## src/rtl/core/dcpfb_pkg.sv

```systemverilog
// Types and constants shared by the potentiometer frame builder.
`timescale 1ns / 1ps

package dcpfb_pkg;

    localparam int WIPER_W      = 8;
    localparam int CHAN_W       = 3;
    localparam int CHANS        = 4;
    localparam int CHIP_BITS    = 11;
    localparam int CFG_W        = 4;
    localparam int CFG_IDX_W    = 2;
    localparam int BIT_POS_W    = 7;
    localparam int DIV11_MUL    = 187;
    localparam int DIV11_SHIFT  = 11;

    localparam logic [CFG_IDX_W-1:0] CFG_CHIP_COUNT  = 2'd0;
    localparam logic [CFG_IDX_W-1:0] CFG_FRAME_BYTES = 2'd1;

    typedef struct packed {
        logic       func;
        logic [7:0] chip_index;
        logic [7:0] channel;
        logic [7:0] wiper_value;
    } req_t;

    typedef struct packed {
        logic       status;
        logic [7:0] read_data;
        logic       frame_valid;
        logic [7:0] frame_byte;
        logic       last;
    } res_t;

endpackage

```

## src/rtl/core/daisy_chain_pot_frame_builder.sv

```systemverilog
// Top level: request checking, shadow update and bit-serial frame builder.
`timescale 1ns / 1ps

// Frame builder for a daisy chain of 4-channel potentiometer chips. A request
// is taken only while the block is idle. Errors, reads and writes with a zero
// frame length give a single result. Other writes build the frame bit by bit:
// while a byte is gathered, each frame bit is fetched one per cycle through
// the single read port of the shadow memory, then a drain step lets the last
// read land and an emit step outputs the byte. A stalled result holds the
// sequencer in its emit step or its single-result step. The shadow needs no
// clearing pass after reset.

module daisy_chain_pot_frame_builder #(
    parameter int MAX_CHIPS       = 8,
    parameter int MAX_FRAME_BYTES = 12
) (
    input  logic                                clk,
    input  logic                                rst_n,
    input  logic                                req_valid,
    output logic                                req_stall,
    input  dcpfb_pkg::req_t                     req,
    output logic                                res_valid,
    input  logic                                res_stall,
    output dcpfb_pkg::res_t                     res,
    input  logic                                cfg_valid,
    output logic                                cfg_ready,
    input  logic [dcpfb_pkg::CFG_IDX_W-1:0]     cfg_index,
    input  logic [dcpfb_pkg::CFG_W-1:0]         cfg_data
);

    localparam int DEPTH  = MAX_CHIPS * dcpfb_pkg::CHANS;
    localparam int ADDR_W = (DEPTH > 1) ? $clog2(DEPTH) : 1;

    typedef enum logic [2:0] {
        ST_IDLE,
        ST_CHECK,
        ST_RDWAIT,
        ST_ONE,
        ST_BITS,
        ST_DRAIN,
        ST_EMIT
    } state_t;

    state_t                           state_reg, state_next;
    logic [dcpfb_pkg::CFG_W-1:0]      chip_count_reg, chip_count_next;
    logic [dcpfb_pkg::CFG_W-1:0]      frame_bytes_reg, frame_bytes_next;
    logic [3:0]                       k_reg, k_next;
    logic [3:0]                       r_reg, r_next;
    logic [2:0]                       bit_cnt_reg, bit_cnt_next;
    logic [3:0]                       byte_cnt_reg, byte_cnt_next;
    logic                             pipe_vld_reg, pipe_vld_next;
    logic                             pipe_inr_reg, pipe_inr_next;
    logic [3:0]                       pipe_r_reg, pipe_r_next;
    logic [7:0]                       acc_reg, acc_next;
    logic                             pend_status_reg, pend_status_next;
    logic [7:0]                       pend_rd_reg, pend_rd_next;
    logic                             out_valid_reg, out_valid_next;
    dcpfb_pkg::res_t                  out_reg, out_next;
    dcpfb_pkg::req_t                  req_reg;

    logic [3:0]                       chips_eff;
    logic [3:0]                       nb_eff;
    logic                             arg_err;
    logic                             out_free;
    logic                             inr;
    logic [dcpfb_pkg::BIT_POS_W-1:0]  p_top;
    logic [14:0]                      p_prod;
    logic [3:0]                       k_init;
    logic [3:0]                       r_init;
    logic [dcpfb_pkg::CHIP_BITS-1:0]  word;
    logic                             bit_in;
    logic                             wr_en;
    logic [ADDR_W-1:0]                req_addr;
    logic [ADDR_W-1:0]                rd_addr;
    logic [dcpfb_pkg::WIPER_W-1:0]    rd_data;

    assign chips_eff = (32'(chip_count_reg) > MAX_CHIPS) ? 4'(MAX_CHIPS) : chip_count_reg;
    assign nb_eff    = (32'(frame_bytes_reg) > MAX_FRAME_BYTES)
                       ? 4'(MAX_FRAME_BYTES) : frame_bytes_reg;
    assign arg_err   = (req_reg.chip_index >= 8'(chips_eff))
                       || (req_reg.channel >= 8'(dcpfb_pkg::CHANS));

    assign p_top  = 7'(8'({nb_eff, 3'b000}) - 8'd1);
    assign p_prod = 15'(p_top) * 15'(dcpfb_pkg::DIV11_MUL);
    assign k_init = 4'(p_prod >> dcpfb_pkg::DIV11_SHIFT);
    assign r_init = 4'(p_top - 7'(k_init) * 7'(dcpfb_pkg::CHIP_BITS));

    assign inr      = (k_reg < chips_eff);
    assign req_addr = ADDR_W'({req_reg.chip_index, req_reg.channel[1:0]});
    assign wr_en    = (state_reg == ST_CHECK) && !arg_err && !req_reg.func;
    assign rd_addr  = (state_reg == ST_BITS)
                      ? (inr ? ADDR_W'({k_reg, req_reg.channel[1:0]}) : '0)
                      : (arg_err ? '0 : req_addr);

    assign word   = {req_reg.channel[dcpfb_pkg::CHAN_W-1:0], rd_data};
    assign bit_in = pipe_inr_reg ? word[pipe_r_reg] : 1'b0;

    assign out_free  = !out_valid_reg || !res_stall;
    assign req_stall = (state_reg != ST_IDLE);
    assign res_valid = out_valid_reg;
    assign res       = out_reg;
    assign cfg_ready = 1'b1;

    dcpfb_shadow #(
        .DEPTH  (DEPTH),
        .ADDR_W (ADDR_W)
    ) u_shadow (
        .clk     (clk),
        .rst_n   (rst_n),
        .wr_en   (wr_en),
        .wr_addr (req_addr),
        .wr_data (req_reg.wiper_value),
        .rd_addr (rd_addr),
        .rd_data (rd_data)
    );

    always_comb
    begin
        state_next       = state_reg;
        chip_count_next  = chip_count_reg;
        frame_bytes_next = frame_bytes_reg;
        k_next           = k_reg;
        r_next           = r_reg;
        bit_cnt_next     = bit_cnt_reg;
        byte_cnt_next    = byte_cnt_reg;
        pipe_vld_next    = 1'b0;
        pipe_inr_next    = inr;
        pipe_r_next      = r_reg;
        acc_next         = acc_reg;
        pend_status_next = pend_status_reg;
        pend_rd_next     = pend_rd_reg;
        out_valid_next   = out_valid_reg && res_stall;
        out_next         = out_reg;

        if (cfg_valid)
        begin
            case (cfg_index)
                dcpfb_pkg::CFG_CHIP_COUNT:  chip_count_next  = cfg_data;
                dcpfb_pkg::CFG_FRAME_BYTES: frame_bytes_next = cfg_data;
                default: ;
            endcase
        end

        if (pipe_vld_reg)
        begin
            acc_next = {acc_reg[6:0], bit_in};
        end

        case (state_reg)
            ST_IDLE:
            begin
                if (req_valid)
                begin
                    state_next = ST_CHECK;
                end
            end
            ST_CHECK:
            begin
                pend_rd_next = '0;
                if (arg_err)
                begin
                    pend_status_next = 1'b1;
                    state_next       = ST_ONE;
                end
                else if (req_reg.func)
                begin
                    pend_status_next = 1'b0;
                    state_next       = ST_RDWAIT;
                end
                else if (nb_eff == 4'd0)
                begin
                    pend_status_next = 1'b0;
                    state_next       = ST_ONE;
                end
                else
                begin
                    k_next        = k_init;
                    r_next        = r_init;
                    bit_cnt_next  = '0;
                    byte_cnt_next = nb_eff;
                    state_next    = ST_BITS;
                end
            end
            ST_RDWAIT:
            begin
                pend_rd_next = rd_data;
                state_next   = ST_ONE;
            end
            ST_ONE:
            begin
                if (out_free)
                begin
                    out_valid_next        = 1'b1;
                    out_next.status       = pend_status_reg;
                    out_next.read_data    = pend_rd_reg;
                    out_next.frame_valid  = 1'b0;
                    out_next.frame_byte   = '0;
                    out_next.last         = 1'b1;
                    state_next            = ST_IDLE;
                end
            end
            ST_BITS:
            begin
                pipe_vld_next = 1'b1;
                if (r_reg == 4'd0)
                begin
                    r_next = 4'(dcpfb_pkg::CHIP_BITS - 1);
                    k_next = k_reg - 4'd1;
                end
                else
                begin
                    r_next = r_reg - 4'd1;
                end
                bit_cnt_next = bit_cnt_reg + 3'd1;
                if (bit_cnt_reg == 3'd7)
                begin
                    state_next = ST_DRAIN;
                end
            end
            ST_DRAIN:
            begin
                state_next = ST_EMIT;
            end
            ST_EMIT:
            begin
                if (out_free)
                begin
                    out_valid_next        = 1'b1;
                    out_next.status       = 1'b0;
                    out_next.read_data    = '0;
                    out_next.frame_valid  = 1'b1;
                    out_next.frame_byte   = acc_reg;
                    out_next.last         = (byte_cnt_reg == 4'd1);
                    byte_cnt_next         = byte_cnt_reg - 4'd1;
                    state_next            = (byte_cnt_reg == 4'd1) ? ST_IDLE : ST_BITS;
                end
            end
            default:
            begin
                state_next = ST_IDLE;
            end
        endcase
    end

    always_ff @(posedge clk or negedge rst_n)
    begin
        if (!rst_n)
        begin
            state_reg       <= ST_IDLE;
            chip_count_reg  <= 4'd1;
            frame_bytes_reg <= 4'd2;
            bit_cnt_reg     <= '0;
            byte_cnt_reg    <= '0;
            pipe_vld_reg    <= 1'b0;
            out_valid_reg   <= 1'b0;
            out_reg         <= '0;
        end
        else
        begin
            state_reg       <= state_next;
            chip_count_reg  <= chip_count_next;
            frame_bytes_reg <= frame_bytes_next;
            bit_cnt_reg     <= bit_cnt_next;
            byte_cnt_reg    <= byte_cnt_next;
            pipe_vld_reg    <= pipe_vld_next;
            out_valid_reg   <= out_valid_next;
            out_reg         <= out_next;
        end
    end

    always_ff @(posedge clk)
    begin
        if (state_reg == ST_IDLE)
        begin
            req_reg <= req;
        end
        k_reg           <= k_next;
        r_reg           <= r_next;
        pipe_inr_reg    <= pipe_inr_next;
        pipe_r_reg      <= pipe_r_next;
        acc_reg         <= acc_next;
        pend_status_reg <= pend_status_next;
        pend_rd_reg     <= pend_rd_next;
    end

endmodule

```

## src/rtl/core/dcpfb_shadow.sv

```systemverilog
// Wiper shadow memory with per-entry valid bits; unwritten entries read as zero.
`timescale 1ns / 1ps

module dcpfb_shadow #(
    parameter int DEPTH  = 32,
    parameter int ADDR_W = 5
) (
    input  logic                        clk,
    input  logic                        rst_n,
    input  logic                        wr_en,
    input  logic [ADDR_W-1:0]           wr_addr,
    input  logic [dcpfb_pkg::WIPER_W-1:0] wr_data,
    input  logic [ADDR_W-1:0]           rd_addr,
    output logic [dcpfb_pkg::WIPER_W-1:0] rd_data
);

    logic [dcpfb_pkg::WIPER_W-1:0] mem [DEPTH];
    logic [DEPTH-1:0]              valid_reg;
    logic [dcpfb_pkg::WIPER_W-1:0] data_reg;
    logic                          hit_reg;

    always_ff @(posedge clk)
    begin
        if (wr_en)
        begin
            mem[wr_addr] <= wr_data;
        end
        data_reg <= mem[rd_addr];
    end

    always_ff @(posedge clk or negedge rst_n)
    begin
        if (!rst_n)
        begin
            valid_reg <= '0;
            hit_reg   <= 1'b0;
        end
        else
        begin
            if (wr_en)
            begin
                valid_reg[wr_addr] <= 1'b1;
            end
            hit_reg <= valid_reg[rd_addr];
        end
    end

    assign rd_data = hit_reg ? data_reg : '0;

endmodule
```

## config.mk

```make
export PLATFORM = sky130hd
export DESIGN_NAME = daisy_chain_pot_frame_builder
export DESIGN_NICKNAME = d
export VERILOG_FILES = /design/src/rtl/core/dcpfb_pkg.sv /design/src/rtl/core/daisy_chain_pot_frame_builder.sv /design/src/rtl/core/dcpfb_shadow.sv
export SDC_FILE = /design/constraint.sdc
export NUM_CORES = 1
export LEC_CHECK = 0
export ABC_AREA = 1
export BUFFER_PORTS_ARGS = -buffer_cell sky130_fd_sc_hd__buf_2
export CAP_MARGIN = 20
export CORE_UTILIZATION = 43
export DETAILED_ROUTE_END_ITERATION = 16
export GPL_TIMING_DRIVEN = 1
export HOLD_SLACK_MARGIN = 0.05
export MAX_ROUTING_LAYER = met4
export PLACE_DENSITY = 0.7
export SYNTH_ARGS = -nofsm -noshare
export SYNTH_HDL_FRONTEND = slang
export SYNTH_HIERARCHICAL = 1
export SYNTH_SLANG_ARGS = --single-unit
```

## constraint.sdc

```tcl
create_clock -name clk -period 7.04 [get_ports clk]
set_input_delay 1.408 -clock clk [delete_from_list [all_inputs] [get_ports clk]]
set_output_delay 1.408 -clock clk [all_outputs]
set_load 0.01 [all_outputs]
```

==> results.json, run 1 <==
{
  "yosys_warnings": 6,
  "synth-edff-count": 306,
  "yosysTopAreaCell": "edfxtp_1",
  "vias_per_cell": 5.21,
  "cts.sinks": 391,
  "die_h_um": 203,
  "grt_pass1_wl_mm": 61.0,
  "setup_violations": 0,
  "diodes": 0,
  "power_switching_mw": 3.83,
  "antenna_found_initial": 0,
  "critPathRequiredTime_ns": 7.33,
  "rsz0062_at_grt": "no",
  "cp_slowest_cell": "dfrtp_1",
  "clock_skew_ns": 0.0216,
  "p_per_area_mw_per_mm2": 508,
  "ys_top_cells_by_area": "edfxtp_1 (53%), nand2_1 (12%), dfrtp_1 (10%), nand3_1 (7.9%), ha_1 (3.5%)",
  "max_cap_viol_count": 0,
  "drive_gt1_share_pct": 11.8,
  "crit_path_end_kind": "flop",
  "ys_types": 49,
  "drt_wl_total_mm": 38.8,
  "p_clk_share_pct": 21.9,
  "power_frac_comb_pct": 45.4,
  "period_minus_slack_ns": 5.78,
  "gp_congestion": 0.874,
  "crit_type": "flop to flop",
  "clkTransAtPathRegs_ns": 0.06,
  "ys_top_cells_by_count": "nand2_1 (532), edfxtp_1 (306), nand3_1 (272)",
  "fin_util_pct": 49.2,
  "cts_setup_buffers": 0,
  "async_flop_share_pct": 18.4,
  "seqPwrFrac_pct": 32.8,
  "insertion_delay_ns": 0.55,
  "htree_levels": 2,
  "totalPowerFinal_mw": 9.92,
  "startpoint_type": "flop",
  "cp_slowest_stage_delay_ns": 0.48,
  "synth_seq_cells": 391,
  "hold_viol_final": 0,
  "drv_slew": 0,
  "swShare_pct": 38.6,
  "clockBufferDepth": 3,
  "ios": 58,
  "seq_area_frac_synth_pct": 65.0,
  "status": "complete, no violations",
  "postRouteAntennaNets": 0,
  "worst_pin_slew_ns": 1.04,
  "cellLeakagePower_nw": 8.14,
  "syn2layout_area_growth_pct": 13.0,
  "ys.flop_type": "edfxtp_1",
  "vdd_ir_drop_max_mv": 0.702,
  "nFillCells": 3524,
  "design.core.area_mm2": 0.0397,
  "avgSynthCellArea_um2": 10.6,
  "syn_nets": 1727,
  "nNetsFinal": 1778,
  "synth_top_area_share_pct": 53.1,
  "largest_register_ffs": 256,
  "synth_most_common_cell": "nand2_1",
  "io_buffers": 56,
  "hold_path_class": "flop to flop",
  "die_w_um": 203,
  "finalCritPeriodShare_pct": 82.1,
  "overflow": 0,
  "numCtsBuffers": 41,
  "drt_iter0_drc": 1033,
  "setup_tns_ns": 0,
  "postCtsResizedCells": 0,
  "grt_pass1_vias": 11100,
  "hpwlAfterDp_mm": 23.7,
  "cts_tree": "done",
  "grt_max_degree": 145,
  "rows": 73,
  "dr_total_vias": 11700,
  "cp.arrival_ns": 6.06,
  "max_freq_mhz": 173,
  "route.detailed.drc": 0,
  "grt_util_all_layers_pct": 19.4,
  "cts_hold_buf": 0,
  "wire_per_inst_um": 17.3,
  "p_int_mw": 6.09,
  "syn-instance-count": 1639,
  "initial_core_util_pct": 43.5,
  "firstDrtPassIters": 5,
  "crit_path_max_fanout": 9,
  "syn_area_mm2": 0.0173,
  "crit_top_cell": "nand2_1",
  "fp.dieArea_mm2": 0.0410,
  "max_slew_margin_pct": 30.1,
  "clockRootBuffer": "clkbuf_16"
}
==> power groups by stage <==
stage	registers [mW]	logic (mW)	clock network, mW
after global placement	3.37	4.12	0
after detailed placement	3.39	4.25	0
final	3.25	4.50	2.17
after CTS	3.34	4.35	2.20
after floorplan	3.28	3.33	0
after global routing	3.28	5.18	2.29
==> worst max-delay path: cells and delay by family, from the launching register on <==
kind / cells / cell delay (ns)
adders and majority gates: 9 / 2.70
and+or+nand+nor: 20 / 2.06
DFF: 1 / 0.48
buffers and inverters: 3 / 0.29
==> cells by family (layout without fill, tap and decap cells) <==
group	count (synthesis)	after routing	synth area share, %
AND/OR/NAND/NOR	941	941	23.5
flip-flops	391	391	65.0
buffers and inverters	174	258	4.56
AO/OA/AOI/OAI	67	67	2.31
adder cells (fa/ha/maj)	52	52	3.89
XOR/XNOR	12	12	0.651
other	1	1	0.0217
multiplexers	1	1	0.0579
==> cell type report <==
class,instances,area [um2],area share (%)
well taps,525,657,3.36
multi-input cells,1074,5290,27.0
clock inverters,18,183,0.935
inverters,107,407,2.08
flip-flops and latches,391,11300,57.6
clock buffers,58,1180,6.05
repair buffers,75,581,2.97
==> routing by layer <==
metal | share of wire (%) | global-route usage [%]
met1 | 46 | 27.4
met2 | 46 | 29.2
met3 | 5.7 | 2.55
met4 | 2.3 | 6.39
met5 | 0 | -
==> metrics by stage <==
| step | hold WS, ns | cell area (um2) | instances | setup slack [ns] |
|---|---|---|---|---|
| floorplan | 0.371 | 17300 | 1639 | 1.79 |
| finish | 0.403 | 19500 | 2248 | 1.26 |
| CTS | 0.404 | 19300 | 2239 | 1.27 |
| global placement | 0.390 | 18000 | 2163 | 1.44 |
| detailed placement | 0.389 | 18000 | 2163 | 1.28 |
| global route | 0.429 | 19500 | 2248 | 0.844 |
==> final timing paths <==
kind                                     from                     end  slack, ns  cells past startpoint
setup reg to reg           frame_bytes_reg[2]          pipe_r_next[3]       1.26                     32
hold reg to reg                pipe_r_next[1]           pipe_r_reg[1]       0.40                      0
min in group asynchronous               rst_n  u_shadow/valid_reg[17]       0.70                      1
setup / recovery           frame_bytes_reg[2]          pipe_r_next[3]       1.26                     32
max in group asynchronous               rst_n                 res[16]       5.16                      2
hold / removal                 pipe_r_next[1]           pipe_r_reg[1]       0.40                      0
==> cells in the final DEF, fill, tap and decap left out, types with 4 or more instances in the layout <==
cell,Yosys,routed
nand4_1,5,5
buf_2,39,55
ha_1,49,49
nor3_1,9,8
nand2_2,11,11
dfxtp_1,13,13
inv_1,97,97
clkbuf_1,7,10
edfxtp_1,306,306
nor2_1,67,66
xnor2_1,5,5
xor2_1,6,6
clkinv_2,0,6
clkbuf_16,0,43
a21oi_1,13,13
nand3_1,272,272
buf_16,0,6
nand2_1,532,532
o21ai_0,32,32
inv_2,4,4
clkinv_1,4,7
or2_2,33,33
buf_4,4,10
a22o_1,8,8
dfrtp_1,70,70
clkbuf_8,0,5
Power figures use the tool's default switching activity.
==> inputs of run 2 (changes only) <==
--- a/config.mk
+++ b/config.mk
@@ -13,7 +13,7 @@
 export GPL_TIMING_DRIVEN = 1
 export HOLD_SLACK_MARGIN = 0.05
 export MAX_ROUTING_LAYER = met4
-export PLACE_DENSITY = 0.7
+export PLACE_DENSITY = 0.72
 export SYNTH_ARGS = -nofsm -noshare
 export SYNTH_HDL_FRONTEND = slang
 export SYNTH_HIERARCHICAL = 1
==> constraint.sdc (replaced) <==
create_clock -name clk -period 5.2 [get_ports clk]
set_input_delay 1.04 -clock clk [delete_from_list [all_inputs] [get_ports clk]]
set_output_delay 1.04 -clock clk [all_outputs]
set_load 0.01 [all_outputs]
==> results.json, run 2 (synthesis gave the netlist of run 1 again) <==
{
  "die_h_um": 203,
  "dr_total_vias": 11900,
  "clock_skew_ns": 0.0285,
  "totalPowerFinal_mw": 14.9,
  "cts_tree": "done",
  "fp.dieArea_mm2": 0.0410,
  "wire_per_inst_um": 17.4,
  "preCtsSetupSlack_ns": -0.106,
  "p_per_area_mw_per_mm2": 751,
  "cp_slowest_stage_delay_ns": 0.58,
  "firstDrtPassIters": 6,
  "final_common_cell": "nand2_1",
  "cts.sinks": 391,
  "startpoint_type": "flop",
  "vias_per_cell": 5.26,
  "gp_congestion": 0.889,
  "drive_gt1_share_pct": 14.4,
  "postRouteAntennaNets": 0,
  "layout_common_cells": "nand2_1 (526), edfxtp_1 (306), nand3_1 (264), inv_1 (94), dfrtp_1 (70)",
  "drv_slew": 0,
  "grt_pass1_vias": 11500,
  "largest_register_ffs": 256,
  "drt_wl_total_mm": 39.5,
  "max_freq_mhz": 199,
  "final.setup.worst_slack_ns": 0.172,
  "rows": 73,
  "fin_util_pct": 49.9,
  "r2r-start": "frame_bytes_reg[1]",
  "initial_core_util_pct": 43.5,
  "htree_levels": 2,
  "period_minus_slack_ns": 5.03,
  "grt_pass1_wl_mm": 61.4,
  "max_slew_margin_pct": 37.6,
  "critPathRequiredTime_ns": 5.50,
  "clockRootBuffer": "clkbuf_16",
  "die_w_um": 203,
  "cts_hold_buf": 0,
  "nFillCells": 3487,
  "status": "complete, no violations",
  "vdd_ir_drop_max_mv": 1.34,
  "hold_path_class": "primary input to async pin",
  "clockBufferDepth": 3,
  "setup_violations": 0,
  "ios": 58,
  "cellLeakagePower_nw": 8.22,
  "diodes": 0,
  "hold_viol_final": 0,
  "fin_cells": 2264,
  "antenna_found_initial": 0,
  "cp_slowest_cell": "dfstp_2",
  "overflow": 0,
  "worst_pin_slew_ns": 0.936,
  "insertion_delay_ns": 0.56,
  "nNetsFinal": 1796,
  "grt_util_all_layers_pct": 19.6,
  "crit_start": "frame_bytes_reg[1]",
  "max_cap_viol_count": 0,
  "io_buffers": 56,
  "syn2layout_area_growth_pct": 14.5,
  "crit_path_end_kind": "flop",
  "dp.cells": 2180,
  "grt_max_degree": 145,
  "finalCritPeriodShare_pct": 96.7,
  "crit_type": "flop to flop",
  "cp.arrival_ns": 5.33,
  "hpwlAfterDp_mm": 24.4,
  "design.core.area_mm2": 0.0397,
  "crit_path_max_fanout": 4,
  "numCtsBuffers": 40,
  "crit_top_cell": "nand2_1",
  "route.detailed.drc": 0,
  "clkTransAtPathRegs_ns": 0.07,
  "drt_iter0_drc": 1152
}
run 2: cell types whose count changed in the layout (fill, tap and decap cells not counted), sizes merged:
cell / change
inv: -3
clkbuf: -9
bufinv: +1
clkinvlp: +2
clkinv: +6
buf: +19
run 2: cell type report:
cell class              instances  area, um2  area share [%]
clock inverters                24        258            1.30
clock buffers                  49       1090            5.48
well taps                     525        657            3.31
inverters                     107        407            2.05
multi-input cells            1074       5470            27.6
flip-flops and latches        391      11300            56.8
repair buffers                 94        683            3.45
run 2: repair_timing:
action,CTS,global route
resized for setup,5,25
pin swaps,4,9
cloned,0,0
endpoints found under the setup margin,2,2
setup buffers,1,3
run 2: final timing paths:
| path | end | slack [ns] | cells after the start |
|---|---|---|---|
| max in group asynchronous | res[15] | 3.65 | 2 |
| worst max-delay path | pipe_r_next[3] | 0.17 | 30 |
| min in group clk | pipe_r_reg[3] | 0.43 | 0 |
| worst min-delay path | u_shadow/valid_reg[17] | 0.34 | 1 |
| worst max register to register | pipe_r_next[3] | 0.17 | 30 |
| worst min register to register | pipe_r_reg[3] | 0.43 | 0 |
run 2: critical path, delay by kind of cell, from the launching register on:
kind,cells,cell delay [ns]
adder cells (fa/ha/maj),9,2.29
buffers and inverters,2,0.11
flip-flops,1,0.58
AND/OR/NAND/NOR,19,1.78
run 2: per-layer routing:
layer	GRT usage [%]	wire length (um)	up-vias
li1	-	-	5676
met3	2.50	2660	82
met2	30.8	18500	462
met1	26.3	17200	5688
met5	-	0	-
met4	6.85	1150	0
run 2: through the flow:
step / setup TNS [ns] / instance area, um2 / hold WS, ns
4_1_cts: 0 / 19500 / 0.327
3_5_place_dp: -0.106 / 18100 / 0.408
3_3_place_gp: 0 / 18100 / 0.392
5_1_grt: -0.0919 / 19800 / 0.331
2_1_floorplan: 0 / 17300 / 0.371
6_report: 0 / 19800 / 0.335
run 2: report_power, final:
group | switching, mW | internal (mW) | total, mW
sequential | 0.274 | 4.13 | 4.41
combinational | 4.40 | 3.18 | 7.57
clock | 1.20 | 1.70 | 2.90
total | 5.88 | 9.01 | 14.9
